--- src/sv/audio_peak_envelope_builder_defines.svh ---
// Assertion macros shared by the peak envelope builder RTL.
`ifndef AUDIO_PEAK_ENVELOPE_BUILDER_DEFINES_SVH
`define AUDIO_PEAK_ENVELOPE_BUILDER_DEFINES_SVH

// Same-cycle implication, checked at every rising edge of clk outside reset.
`define APEB_ASSERT_NOW(label, ante, cons, msg) \
  label: assert property (@(posedge clk) disable iff (!rst_n) (ante) |-> (cons)) \
    else $error(msg);

// Next-cycle implication, checked at every rising edge of clk outside reset.
`define APEB_ASSERT_NEXT(label, ante, cons, msg) \
  label: assert property (@(posedge clk) disable iff (!rst_n) (ante) |=> (cons)) \
    else $error(msg);

`endif

--- src/sv/apeb_pkg.sv ---
// Types and constants of the audio peak envelope builder.
`timescale 1ns / 1ps
package apeb_pkg;

  // Configuration register indexes.
  typedef enum logic [0:0] {
    CFG_SOURCE_RATE = 1'b0,
    CFG_PEAK_GAIN   = 1'b1
  } cfg_idx_t;

  localparam int unsigned CFG_DATA_W = 18;
  localparam int unsigned RATE_W     = 18;
  localparam int unsigned GAIN_W     = 15;
  localparam int unsigned SAMPLE_W   = 24;
  localparam int unsigned PEAK_W     = 16;

  localparam logic [RATE_W-1:0] SOURCE_RATE_RST = 18'd44100;
  localparam logic [GAIN_W-1:0] PEAK_GAIN_RST   = 15'd32767;

  localparam logic signed [SAMPLE_W-1:0] SAMPLE_MIN = 24'sh800000;
  localparam logic signed [SAMPLE_W-1:0] SAMPLE_MAX = 24'sh7FFFFF;

  localparam logic signed [PEAK_W-1:0] PEAK_POS_SAT = 16'sh7FFF;
  localparam logic signed [PEAK_W-1:0] PEAK_NEG_SAT = 16'sh8000;

  // Largest magnitude a Q1.23 sample can have (full-scale negative).
  localparam logic [SAMPLE_W-1:0] MAG_MAX = 24'h800000;

endpackage

--- src/sv/apeb_ram.sv ---
// Generic single-write, single-read synchronous RAM with registered read data.
`timescale 1ns / 1ps
module apeb_ram #(
  parameter int unsigned WIDTH = 32,
  parameter int unsigned DEPTH = 16,
  parameter int unsigned ADDR_W = (DEPTH > 1) ? $clog2(DEPTH) : 1
) (
  input  logic              clk,
  input  logic              wr_en,
  input  logic [ADDR_W-1:0] wr_addr,
  input  logic [WIDTH-1:0]  wr_data,
  input  logic              rd_en,
  input  logic [ADDR_W-1:0] rd_addr,
  output logic [WIDTH-1:0]  rd_data
);

  logic [WIDTH-1:0] mem [DEPTH];

  always_ff @(posedge clk) begin
    if (wr_en) begin
      mem[wr_addr] <= wr_data;
    end
    if (rd_en) begin
      rd_data <= mem[rd_addr];
    end
  end

endmodule

--- src/sv/audio_peak_envelope_builder.sv ---
// Top level of the audio peak envelope builder (min/max peak decimation).
`timescale 1ns / 1ps
`include "audio_peak_envelope_builder_defines.svh"

// The block takes one word per clock while in_stall is low and returns a
// result word, through its stage registers and the output register, when the
// word closes a peak window, a norm chunk, or is a flush of a partly filled
// window; other words give no result. Per-channel state lives in one
// synchronous RAM, one entry per channel, that is read in the cycle a word is
// accepted and written back as the word leaves stage 1; a bypass register
// covers back-to-back words of the same channel, so that single
// read-modify-write loop sets the rate of one word per cycle. Entries carry
// valid bits, so the block is ready right after reset with no clearing pass.
// Two multipliers scale the peak pair by the gain in a stage of their own. The
// input stalls only when a result waits at the output and the stage behind it
// is also full. A configuration write can reach words accepted before it.
module audio_peak_envelope_builder #(
  parameter int unsigned CHANNELS        = 2,
  parameter int unsigned FRAMES_PER_PEAK = 64,
  parameter int unsigned NORM_CHUNK      = 10000,
  parameter int unsigned REFERENCE_RATE  = 44100
) (
  input  logic                          clk,
  input  logic                          rst_n,

  input  logic                          cfg_wr_en,
  input  apeb_pkg::cfg_idx_t            cfg_index,
  input  logic [apeb_pkg::CFG_DATA_W-1:0] cfg_wdata,

  input  logic                          in_valid,
  output logic                          in_stall,
  input  logic                          in_func,
  input  logic [3:0]                    in_channel,
  input  logic signed [apeb_pkg::SAMPLE_W-1:0] in_sample,

  output logic                          out_valid,
  input  logic                          out_stall,
  output logic [3:0]                    out_channel,
  output logic                          out_peak_valid,
  output logic signed [apeb_pkg::PEAK_W-1:0] out_upper_peak,
  output logic signed [apeb_pkg::PEAK_W-1:0] out_lower_peak,
  output logic                          out_norm_valid,
  output logic [apeb_pkg::SAMPLE_W-1:0] out_norm_value
);

  import apeb_pkg::*;

  localparam int unsigned AW    = (CHANNELS > 1) ? $clog2(CHANNELS) : 1;
  localparam int unsigned LEN_W = $clog2(FRAMES_PER_PEAK) + RATE_W;
  localparam int unsigned PH_W  = LEN_W + 2;
  localparam int unsigned CNT_W = $clog2(NORM_CHUNK + 1);
  localparam int unsigned PHI_W = SAMPLE_W + GAIN_W + 1;
  localparam int unsigned PLO_W = PHI_W + 1;
  localparam int unsigned SHIFT = SAMPLE_W - 1;

  localparam logic signed [PH_W-1:0] REF_PH    = PH_W'(REFERENCE_RATE);
  localparam logic [CNT_W-1:0]       CNT_LAST  = CNT_W'(NORM_CHUNK);
  localparam logic [4:0]             CHAN_LIM  = 5'(CHANNELS);
  localparam logic [LEN_W-1:0]       LEN_RST   = LEN_W'(FRAMES_PER_PEAK) *
                                                 LEN_W'(SOURCE_RATE_RST);

  typedef struct packed {
    logic signed [PH_W-1:0]     phase;
    logic signed [SAMPLE_W-1:0] wmax;
    logic signed [SAMPLE_W-1:0] wmin;
    logic [SAMPLE_W-1:0]        mag;
    logic [CNT_W-1:0]           count;
  } chan_state_t;

  localparam chan_state_t STATE_RST = '{
    phase: '0, wmax: SAMPLE_MIN, wmin: SAMPLE_MAX, mag: '0, count: '0
  };

  // Saturates a truncated product to the 16-bit peak range.
  function automatic logic signed [PEAK_W-1:0] sat_peak(
    input logic signed [PLO_W-SHIFT-1:0] q
  );
    logic signed [PEAK_W-1:0] r;
    if (q > (PLO_W-SHIFT)'(PEAK_POS_SAT)) begin
      r = PEAK_POS_SAT;
    end else if (q < (PLO_W-SHIFT)'(PEAK_NEG_SAT)) begin
      r = PEAK_NEG_SAT;
    end else begin
      r = q[PEAK_W-1:0];
    end
    return r;
  endfunction

  // Configuration registers and derived window length.
  logic [RATE_W-1:0]        source_rate_r;
  logic [GAIN_W-1:0]        peak_gain_r;
  logic [LEN_W-1:0]         len_r;
  logic [LEN_W-1:0]         len_nxt;
  logic signed [PH_W-1:0]   len_m_ref_r;

  assign len_nxt = LEN_W'(source_rate_r) * LEN_W'(FRAMES_PER_PEAK);

  always_ff @(posedge clk) begin
    if (!rst_n) begin
      source_rate_r <= SOURCE_RATE_RST;
      peak_gain_r   <= PEAK_GAIN_RST;
      len_r         <= LEN_RST;
      len_m_ref_r   <= $signed(PH_W'(LEN_RST)) - REF_PH;
    end else begin
      if (cfg_wr_en) begin
        case (cfg_index)
          CFG_SOURCE_RATE: source_rate_r <= cfg_wdata[RATE_W-1:0];
          CFG_PEAK_GAIN:   peak_gain_r   <= cfg_wdata[GAIN_W-1:0];
          default: ;
        endcase
      end
      len_r       <= len_nxt;
      len_m_ref_r <= $signed(PH_W'(len_nxt)) - REF_PH;
    end
  end

  // Pipeline control.
  logic adv;
  logic s1_vld_r, s2_vld_r, s3_vld_r, out_valid_r;

  assign adv      = !(out_valid_r && out_stall && s3_vld_r);
  assign in_stall = !adv;

  // Stage 1: state read from RAM, updated and written back.
  logic                       s1_func_r;
  logic [3:0]                 s1_ch_r;
  logic signed [SAMPLE_W-1:0] s1_sample_r;
  logic [CHANNELS-1:0]        ent_vld_r;
  logic                       wb_vld_r;
  logic [AW-1:0]              wb_addr_r;
  chan_state_t                wb_state_r;
  logic [$bits(chan_state_t)-1:0] ram_rd_data;
  chan_state_t                cur;
  chan_state_t                upd;
  logic [AW-1:0]              s1_addr;
  logic                       ram_we;

  assign s1_addr = s1_ch_r[AW-1:0];
  assign ram_we  = s1_vld_r && adv;

  apeb_ram #(
    .WIDTH ($bits(chan_state_t)),
    .DEPTH (CHANNELS),
    .ADDR_W(AW)
  ) u_state_ram (
    .clk    (clk),
    .wr_en  (ram_we),
    .wr_addr(s1_addr),
    .wr_data(upd),
    .rd_en  (adv),
    .rd_addr(in_channel[AW-1:0]),
    .rd_data(ram_rd_data)
  );

  always_ff @(posedge clk) begin
    if (!rst_n) begin
      s1_vld_r  <= 1'b0;
      ent_vld_r <= '0;
      wb_vld_r  <= 1'b0;
    end else if (adv) begin
      s1_vld_r <= in_valid && (5'(in_channel) < CHAN_LIM);
      wb_vld_r <= s1_vld_r;
      if (s1_vld_r) begin
        ent_vld_r[s1_addr] <= 1'b1;
      end
    end
  end

  always_ff @(posedge clk) begin
    if (adv) begin
      s1_func_r   <= in_func;
      s1_ch_r     <= in_channel;
      s1_sample_r <= in_sample;
      wb_addr_r   <= s1_addr;
      wb_state_r  <= upd;
    end
  end

  // The bypass register wins when the previous word wrote this channel in the
  // same edge that this word's read took place.
  always_comb begin
    if (wb_vld_r && (wb_addr_r == s1_addr)) begin
      cur = wb_state_r;
    end else if (ent_vld_r[s1_addr]) begin
      cur = chan_state_t'(ram_rd_data);
    end else begin
      cur = STATE_RST;
    end
  end

  logic signed [SAMPLE_W:0]   s_ext;
  logic [SAMPLE_W-1:0]        s_mag;
  logic [SAMPLE_W-1:0]        mag_new;
  logic signed [SAMPLE_W-1:0] max_new;
  logic signed [SAMPLE_W-1:0] min_new;
  logic signed [PH_W-1:0]     ph_dec;
  logic signed [PH_W-1:0]     ph_sum;
  logic signed [PH_W-1:0]     ph_chk;
  logic                       win_close;
  logic                       chunk_close;
  logic                       s2_vld_nxt;
  logic                       s2_peak_nxt;
  logic                       s2_norm_nxt;
  logic signed [SAMPLE_W-1:0] s2_max_nxt;
  logic signed [SAMPLE_W:0]   s2_nmin_nxt;

  assign s_ext   = (SAMPLE_W+1)'(s1_sample_r);
  assign s_mag   = s_ext[SAMPLE_W] ? SAMPLE_W'(-s_ext) : SAMPLE_W'(s_ext);
  assign mag_new = (s_mag > cur.mag) ? s_mag : cur.mag;
  assign max_new = (s1_sample_r > cur.wmax) ? s1_sample_r : cur.wmax;
  assign min_new = (s1_sample_r < cur.wmin) ? s1_sample_r : cur.wmin;

  // Three parallel adds: frame step, frame step plus window, and the clamp test
  // (phase plus window below zero means the result falls under -REFERENCE_RATE).
  assign ph_dec = cur.phase - REF_PH;
  assign ph_sum = cur.phase + len_m_ref_r;
  assign ph_chk = cur.phase + $signed(PH_W'(len_r));

  assign win_close   = ph_dec[PH_W-1] || (ph_dec == '0);
  assign chunk_close = (cur.count == CNT_LAST);

  always_comb begin
    upd         = STATE_RST;
    s2_peak_nxt = 1'b0;
    s2_norm_nxt = 1'b0;
    s2_max_nxt  = cur.wmax;
    s2_nmin_nxt = -(SAMPLE_W+1)'(cur.wmin);
    if (s1_func_r) begin
      // Flush: emit only a partly filled window, then return to reset state.
      s2_peak_nxt = !cur.phase[PH_W-1] && (cur.phase != '0);
    end else begin
      s2_max_nxt  = max_new;
      s2_nmin_nxt = -(SAMPLE_W+1)'(min_new);
      s2_peak_nxt = win_close;
      s2_norm_nxt = chunk_close;
      if (win_close) begin
        upd.wmax  = SAMPLE_MIN;
        upd.wmin  = SAMPLE_MAX;
        upd.phase = ph_chk[PH_W-1] ? -REF_PH : ph_sum;
      end else begin
        upd.wmax  = max_new;
        upd.wmin  = min_new;
        upd.phase = ph_dec;
      end
      upd.mag   = chunk_close ? '0 : mag_new;
      upd.count = (chunk_close ? '0 : cur.count) + CNT_W'(1);
    end
    s2_vld_nxt = s1_vld_r && (s2_peak_nxt || s2_norm_nxt);
  end

  // Stage 2: operands of the gain multiply.
  logic [3:0]                 s2_ch_r;
  logic                       s2_peak_r;
  logic                       s2_norm_r;
  logic signed [SAMPLE_W-1:0] s2_max_r;
  logic signed [SAMPLE_W:0]   s2_nmin_r;
  logic [SAMPLE_W-1:0]        s2_normv_r;

  always_ff @(posedge clk) begin
    if (!rst_n) begin
      s2_vld_r <= 1'b0;
    end else if (adv) begin
      s2_vld_r <= s2_vld_nxt;
    end
  end

  always_ff @(posedge clk) begin
    if (adv) begin
      s2_ch_r    <= s1_ch_r;
      s2_peak_r  <= s2_peak_nxt;
      s2_norm_r  <= s2_norm_nxt;
      s2_max_r   <= s2_max_nxt;
      s2_nmin_r  <= s2_nmin_nxt;
      s2_normv_r <= mag_new;
    end
  end

  // Stage 3: products.
  logic signed [PHI_W-1:0] gain_hi;
  logic signed [PLO_W-1:0] gain_lo;
  logic signed [PHI_W-1:0] p_hi_nxt;
  logic signed [PLO_W-1:0] p_lo_nxt;
  logic [3:0]              s3_ch_r;
  logic                    s3_peak_r;
  logic                    s3_norm_r;
  logic signed [PHI_W-1:0] s3_p_hi_r;
  logic signed [PLO_W-1:0] s3_p_lo_r;
  logic [SAMPLE_W-1:0]     s3_normv_r;

  assign gain_hi  = $signed(PHI_W'(peak_gain_r));
  assign gain_lo  = $signed(PLO_W'(peak_gain_r));
  assign p_hi_nxt = PHI_W'(s2_max_r) * gain_hi;
  assign p_lo_nxt = PLO_W'(s2_nmin_r) * gain_lo;

  always_ff @(posedge clk) begin
    if (!rst_n) begin
      s3_vld_r <= 1'b0;
    end else if (adv) begin
      s3_vld_r <= s2_vld_r;
    end
  end

  always_ff @(posedge clk) begin
    if (adv) begin
      s3_ch_r    <= s2_ch_r;
      s3_peak_r  <= s2_peak_r;
      s3_norm_r  <= s2_norm_r;
      s3_p_hi_r  <= p_hi_nxt;
      s3_p_lo_r  <= p_lo_nxt;
      s3_normv_r <= s2_normv_r;
    end
  end

  // Truncation toward zero: a negative product gets a bias of one LSB less than
  // the dropped weight before the arithmetic shift.
  logic signed [PHI_W-1:0]       sum_hi;
  logic signed [PLO_W-1:0]       sum_lo;
  logic signed [PLO_W-SHIFT-1:0] q_hi;
  logic signed [PLO_W-SHIFT-1:0] q_lo;
  logic signed [PEAK_W-1:0]      upper_nxt;
  logic signed [PEAK_W-1:0]      lower_nxt;

  assign sum_hi = s3_p_hi_r + $signed(PHI_W'({SHIFT{s3_p_hi_r[PHI_W-1]}}));
  assign sum_lo = s3_p_lo_r + $signed(PLO_W'({SHIFT{s3_p_lo_r[PLO_W-1]}}));
  assign q_hi   = (PLO_W-SHIFT)'($signed(sum_hi[PHI_W-1:SHIFT]));
  assign q_lo   = $signed(sum_lo[PLO_W-1:SHIFT]);

  assign upper_nxt = s3_peak_r ? sat_peak(q_hi) : '0;
  assign lower_nxt = s3_peak_r ? sat_peak(q_lo) : '0;

  // Output register.
  logic [3:0]               out_ch_r;
  logic                     out_peak_r;
  logic signed [PEAK_W-1:0] out_upper_r;
  logic signed [PEAK_W-1:0] out_lower_r;
  logic                     out_norm_r;
  logic [SAMPLE_W-1:0]      out_normv_r;

  always_ff @(posedge clk) begin
    if (!rst_n) begin
      out_valid_r <= 1'b0;
    end else if (!out_valid_r || !out_stall) begin
      out_valid_r <= s3_vld_r && adv;
    end
  end

  always_ff @(posedge clk) begin
    if (!out_valid_r || !out_stall) begin
      out_ch_r    <= s3_ch_r;
      out_peak_r  <= s3_peak_r;
      out_upper_r <= upper_nxt;
      out_lower_r <= lower_nxt;
      out_norm_r  <= s3_norm_r;
      out_normv_r <= s3_norm_r ? s3_normv_r : '0;
    end
  end

  assign out_valid      = out_valid_r;
  assign out_channel    = out_ch_r;
  assign out_peak_valid = out_peak_r;
  assign out_upper_peak = out_upper_r;
  assign out_lower_peak = out_lower_r;
  assign out_norm_valid = out_norm_r;
  assign out_norm_value = out_normv_r;

  `APEB_ASSERT_NOW(a_no_empty_word, out_valid_r, out_peak_r || out_norm_r,
                   "result word carries nothing")
  `APEB_ASSERT_NOW(a_idle_peaks_zero, out_valid_r && !out_peak_r,
                   (out_upper_r == '0) && (out_lower_r == '0),
                   "peak fields set without a peak")
  `APEB_ASSERT_NOW(a_norm_range, out_valid_r && out_norm_r, out_normv_r <= MAG_MAX,
                   "norm value above full scale")
  `APEB_ASSERT_NEXT(a_s1_holds, s1_vld_r && !adv,
                    s1_vld_r && $stable(s1_ch_r) && $stable(s1_sample_r),
                    "stalled stage 1 word changed")
  `APEB_ASSERT_NEXT(a_bypass_loaded, ram_we, wb_vld_r && ent_vld_r[wb_addr_r],
                    "write-back not visible to bypass")

endmodule

--- config.mk ---
export PLATFORM = sky130hd
export DESIGN_NAME = audio_peak_envelope_builder
export DESIGN_NICKNAME = d
export VERILOG_FILES = /design/src/sv/apeb_pkg.sv /design/src/sv/apeb_ram.sv /design/src/sv/audio_peak_envelope_builder.sv
export VERILOG_INCLUDE_DIRS = /design/src /design/src/sv
export SDC_FILE = /design/constraint.sdc
export NUM_CORES = 2
export LEC_CHECK = 0
export BUFFER_PORTS_ARGS = -buffer_cell sky130_fd_sc_hd__buf_2
export CAP_MARGIN = 40
export CORE_UTILIZATION = 55
export CTS_BUF_LIST = sky130_fd_sc_hd__clkbuf_8
export DETAILED_ROUTE_END_ITERATION = 8
export HOLD_SLACK_MARGIN = 0.08
export PLACE_DENSITY = 0.7
export SYNTH_ARGS = -nofsm -noshare
export SYNTH_HDL_FRONTEND = slang
export SYNTH_SLANG_ARGS = --single-unit
export TNS_END_PERCENT = 1
--- constraint.sdc ---
create_clock -name clk -period 28.8 [get_ports clk]
set_clock_uncertainty 0.1 [all_clocks]
set_input_delay 1.44 -clock clk [delete_from_list [all_inputs] [get_ports clk]]
set_output_delay 1.44 -clock clk [all_outputs]
set_load 0.03 [all_outputs]
==> impl_results.html <==
<table>
<tr><th>Metric</th><th>Value</th></tr>
<tr><th colspan="2">Clock network</th></tr>
<tr><td>Count of hold-fix buffers inserted at cts</td><td>0</td></tr>
<tr><td>Max clock buf depth</td><td>3</td></tr>
<tr><td>Number of buffers added by the clock tree synthesis step</td><td>140</td></tr>
<tr><td>Clock sink count</td><td>805</td></tr>
<tr><td>Clock root buffer master</td><td>sky130_fd_sc_hd__clkbuf_8</td></tr>
<tr><td>Clk pin slew, worst setup/hold paths</td><td>approximately 0.060 ns</td></tr>
<tr><td>Total of cells resized after clock tree synthesis</td><td>0</td></tr>
<tr><td>Count of buffers added by post-CTS timing repair for setup</td><td>0</td></tr>
<tr><td>Level count of the clock H-tree</td><td>4</td></tr>
<tr><td>TritonCTS clock tree</td><td>yes</td></tr>
<tr><td>Worst-skew pair later-pin latency</td><td>0.83 ns</td></tr>
<tr><th colspan="2">Finish</th></tr>
<tr><td>Post-route cell area</td><td>~70000 um2</td></tr>
<tr><td>Layout fillers</td><td>9452</td></tr>
<tr><td>Proportion of layout cells with a drive suffix above 1</td><td>0.09265</td></tr>
<tr><td>Synthesis-to-layout area growth</td><td>7.600%</td></tr>
<tr><td>Net count, final</td><td>7133</td></tr>
<tr><th colspan="2">STA</th></tr>
<tr><td>Fin. max-slew vios</td><td>0</td></tr>
<tr><td>Upper clock frequency limit</td><td>0.1290 GHz</td></tr>
<tr><td>Minimum period implied by the final worst setup slack</td><td>roughly 7.8 ns</td></tr>
<tr><td>Setup TNS</td><td>0 ns</td></tr>
<tr><td>Unrepaired setup endpoints after global routing</td><td>no</td></tr>
<tr><td>Hold Slack</td><td>~0.31 ns</td></tr>
<tr><td>Final hold violation count</td><td>0</td></tr>
<tr><td>Setup violation total in the final timing report</td><td>0</td></tr>
<tr><td>Slew HR</td><td>0.3520</td></tr>
<tr><td>Measured slew at the worst slew-check pin</td><td>between 0.9 and 1 ns</td></tr>
<tr><td>Period utilisation layout</td><td>0.2691</td></tr>
<tr><th colspan="2">Synthesis</th></tr>
<tr><td>Main synth FF type</td><td>sky130_fd_sc_hd__edfxtp_1</td></tr>
<tr><td>Largest cells by area after synthesis</td><td>sky130_fd_sc_hd__edfxtp_1, sky130_fd_sc_hd__fa_1, sky130_fd_sc_hd__ha_1, sky130_fd_sc_hd__inv_1, sky130_fd_sc_hd__nand2_1</td></tr>
<tr><td>Synthesized area</td><td>64160 um2</td></tr>
<tr><td>FFs w/ async S/R, synth</td><td>0</td></tr>
<tr><td>Count of yosys warnings during synthesis</td><td>0</td></tr>
<tr><td>Cell taking the most area after synthesis</td><td>sky130_fd_sc_hd__edfxtp_1</td></tr>
<tr><td>Instance count of the mapped netlist</td><td>about 6000</td></tr>
<tr><td>Share of synthesized area occupied by flip-flops and latches</td><td>0.3649</td></tr>
<tr><td>Unique cell type count in the Yosys netlist</td><td>94</td></tr>
<tr><td>Syn_area_per_cell</td><td>roughly 11 um2</td></tr>
<tr><td>Portion of synthesized cell area occupied by the leading cell type</td><td>0.3412</td></tr>
<tr><td>Number of flip-flops and latches in the synthesized netlist</td><td>roughly 800</td></tr>
<tr><td>Number of enable flip-flop cells after synthesis</td><td>729</td></tr>
<tr><td>Syn nets</td><td>around 7000</td></tr>
<tr><th colspan="2">Worst setup path</th></tr>
<tr><td>Cell class contributing the biggest share of worst-path delay</td><td>adder cells</td></tr>
<tr><td>Critical-path cell list</td><td>buf_4, nand2_1, fa_1, inv_1, fa_1, inv_1, fa_1, inv_1, fa_1, fa_1, inv_1, fa_1, inv_1, ha_1, and3_1, a221oi_1, a31oi_1, o2111ai_1, nand3_1, a221oi_1, o211ai_1, a21oi_1, xor2_1</td></tr>
<tr><td>Launching element type of the critical path</td><td>flip-flop</td></tr>
<tr><td>Critical setup path kind</td><td>flip-flop to flip-flop</td></tr>
<tr><td>Count of buffer and inverter cells on the critical path</td><td>6</td></tr>
<tr><td>Endpoint class of the critical path</td><td>flip-flop</td></tr>
<tr><td>Worst endpoint data arrival time</td><td>just over 8 ns</td></tr>
<tr><td>Slowest CP cell</td><td>sky130_fd_sc_hd__a221oi_1</td></tr>
<tr><td>Top fanout value on the critical path</td><td>33</td></tr>
<tr><td>Cell with the most instances on the worst path</td><td>sky130_fd_sc_hd__fa_1</td></tr>
<tr><td>Critical Path RT</td><td>29.25 ns</td></tr>
<tr><td>Largest stage delay on the critical path</td><td>roughly 0.64 ns</td></tr>
<tr><th colspan="2">Global routing</th></tr>
<tr><td>Vias in the first global route</td><td>approximately 46000</td></tr>
<tr><td>Initial antenna violation count</td><td>2</td></tr>
<tr><td>Pin count of the biggest net entering global routing</td><td>about 80</td></tr>
<tr><td>Total congestion overflow</td><td>0</td></tr>
<tr><td>Overall track demand over capacity in global routing</td><td>0.2661</td></tr>
<tr><td>First-pass GRT wire length</td><td>about 250000 um</td></tr>
<tr><th colspan="2">Route</th></tr>
<tr><td>Avg WL per Cell</td><td>19.83 um</td></tr>
<tr><td>WL final</td><td>about 150000 um</td></tr>
<tr><td>Drc violations</td><td>0</td></tr>
<tr><td>Number of vias in the routed layout</td><td>approximately 44000</td></tr>
<tr><td>Per-cell via count in the routed design</td><td>around 5.7</td></tr>
<tr><td>Drt first-iter violations</td><td>between 3000 and 4000</td></tr>
<tr><td>Number of routed nets with antenna violations</td><td>0</td></tr>
<tr><td>1st-pass router iterations</td><td>6</td></tr>
<tr><th colspan="2">Hold path</th></tr>
<tr><td>Type of the tightest min-delay check</td><td>flip-flop to flip-flop</td></tr>
<tr><th colspan="2">Run</th></tr>
<tr><td>Max-cap violations</td><td>0</td></tr>
<tr><th colspan="2">Placed design</th></tr>
<tr><td>Count of buffers from port buffering</td><td>roughly 120</td></tr>
<tr><td>Instance area at placement</td><td>between 60000 and 70000 um2</td></tr>
<tr><td>RD Place Congestion</td><td>about 0.93</td></tr>
<tr><td>HPWL after detailed placement</td><td>between 100000 and 150000 um</td></tr>
<tr><th colspan="2">Floorplan</th></tr>
<tr><td>DIE WIDTH</td><td>343.6 um</td></tr>
<tr><td>Core area</td><td>between 100000 and 150000 um2</td></tr>
<tr><td>Standard-cell rows</td><td>around 120</td></tr>
<tr><td>Die area</td><td>roughly 120000 um2</td></tr>
<tr><td>Ports placed on the boundary</td><td>117</td></tr>
<tr><td>Vert. Die Dim</td><td>between 300 and 400 um</td></tr>
<tr><td>Initial core utilization</td><td>0.5581</td></tr>
<tr><th colspan="2">Outcome</th></tr>
<tr><td>Outcome</td><td>completed</td></tr>
</table>
worst reg2reg max path: cells and delay by family, from the launching register on:
family	cells	cell delay (ns)
buffers and inverters	6	0.72
AO/OA/AOI/OAI	6	2.12
flip-flops	1	0.54
XOR/XNOR	1	0.08
adder cells (fa/ha/maj)	7	3.32
AND/OR/NAND/NOR	3	0.61
cell usage in the layout, fill, tap and decap left out, types with 35 or more instances in the layout:
master / Yosys / routed
sky130_fd_sc_hd__a211oi_1: 48 / 48
sky130_fd_sc_hd__a21o_1: 57 / 57
sky130_fd_sc_hd__a21oi_1: 174 / 173
sky130_fd_sc_hd__and2_1: 391 / 391
sky130_fd_sc_hd__and3_1: 79 / 78
sky130_fd_sc_hd__buf_2: 23 / 117
sky130_fd_sc_hd__buf_4: 5 / 61
sky130_fd_sc_hd__clkbuf_8: 0 / 144
sky130_fd_sc_hd__dfxtp_1: 76 / 67
sky130_fd_sc_hd__edfxtp_1: 729 / 729
sky130_fd_sc_hd__fa_1: 713 / 713
sky130_fd_sc_hd__ha_1: 358 / 358
sky130_fd_sc_hd__inv_1: 890 / 934
sky130_fd_sc_hd__mux2_2: 139 / 138
sky130_fd_sc_hd__mux2i_1: 41 / 41
sky130_fd_sc_hd__nand2_1: 732 / 730
sky130_fd_sc_hd__nand3_1: 129 / 128
sky130_fd_sc_hd__nand4_1: 35 / 35
sky130_fd_sc_hd__nor2_1: 171 / 169
sky130_fd_sc_hd__nor2b_1: 53 / 53
sky130_fd_sc_hd__nor3_1: 63 / 63
sky130_fd_sc_hd__o211ai_1: 39 / 39
sky130_fd_sc_hd__o21a_1: 42 / 42
sky130_fd_sc_hd__o21ai_0: 138 / 138
sky130_fd_sc_hd__xnor2_1: 111 / 110
sky130_fd_sc_hd__xor2_1: 103 / 103
worst paths after layout:
kind	cells past startpoint	startpoint	endpoint	slack, ns
max	23	peak_gain_r[7]	s3_p_hi_r[39]	21.05
min	0	s2_ch_r[2]	s3_ch_r[2]	0.31
max reg2reg	23	peak_gain_r[7]	s3_p_hi_r[39]	21.05
min reg2reg	0	s2_ch_r[2]	s3_ch_r[2]	0.31
Yosys cell counts (all sizes together), types with 8 or more instances:
| master | number |
|---|---|
| nand3 | 130 |
| o21ai | 153 |
| xor2 | 104 |
| nor2b | 53 |
| a21oi | 177 |
| mux2i | 42 |
| a21o | 57 |
| a21boi | 30 |
| nor4 | 17 |
| nor2 | 173 |
| or3 | 23 |
| ha | 358 |
| a211oi | 49 |
| fa | 713 |
| a31oi | 22 |
| a22oi | 8 |
| a211o | 9 |
| inv | 890 |
| o21bai | 11 |
| nand4 | 35 |
| o311ai | 8 |
| a311oi | 8 |
| or2 | 8 |
| nand2b | 25 |
| o2111ai | 8 |
| o31a | 9 |
| nand2 | 733 |
| and3 | 79 |
| and2 | 392 |
| a2111oi | 9 |
| o21a | 42 |
| buf | 38 |
| nor3 | 63 |
| o22ai | 17 |
| or4 | 16 |
| o211ai | 39 |
| clkbuf | 238 |
| o31ai | 22 |
| xnor2 | 112 |
| o221ai | 9 |
| dfxtp | 76 |
| edfxtp | 729 |
| mux2 | 139 |
layout make-up:
type                            instances  area (um2)  share of cell area
Antenna cell                            1       2.502          0.00003625
Clock buffer                          144        1982             0.02871
Sequential cell                       805       23420              0.3393
Timing Repair Buffer                  187        1231             0.01783
Tap cell                             1512        1892             0.02740
Multi-Input combinational cell       3984       36390              0.5271
Inverter                              891        3344             0.04844
Clock inverter                        109       773.2             0.01120
layer usage:
layer,vias up,GRT usage,wire [um]
met2,1588,0.4349,71540
met3,311,0.04703,11200
met1,21760,0.3560,63270
met5,-,0,0
met4,0,0.09972,5363
li1,19880,-,-
cells by family after synthesis:
group                      after synthesis  synth area share
buffers and inverters                 1167           0.06927
DFF                                    805            0.3649
and+or+nand+nor                       1776            0.1363
adders and majority gates             1071            0.2923
muxes                                  181           0.03101
xor gates and xnor gates               216           0.02972
AOI/OAI and AO/OA                      740           0.07658
metrics by stage:
stage          utilization  std cells  worst slack (ns)
2_1_floorplan            -       5956             10.26
3_3_place_gp        0.5748       7368             21.14
3_5_place_dp        0.5765       7379             21.07
4_1_cts             0.6005       7632             21.06
5_1_grt             0.6005       7633             20.59
6_report            0.6005       7633             21.05
registers in the layout, indices dropped and copies added, names as in the netlist, 16 cells and up:
signal and flops:
u_state_ram.mem 224, u_state_ram.rd_data 112, wb_state_r 112, s3_p_lo_r 41
s3_p_hi_r 40, s2_nmin_r 25, out_norm_value 24, s1_sample_r 24
s2_max_r 24, s2_normv_r 24, s3_normv_r 24, len_m_ref_r 18
len_r 18, source_rate_r 18, out_lower_peak 16, out_upper_peak 16
Power is not shown: default switching activity piles up to over one toggle a cycle in this logic, so the estimate is an artifact.
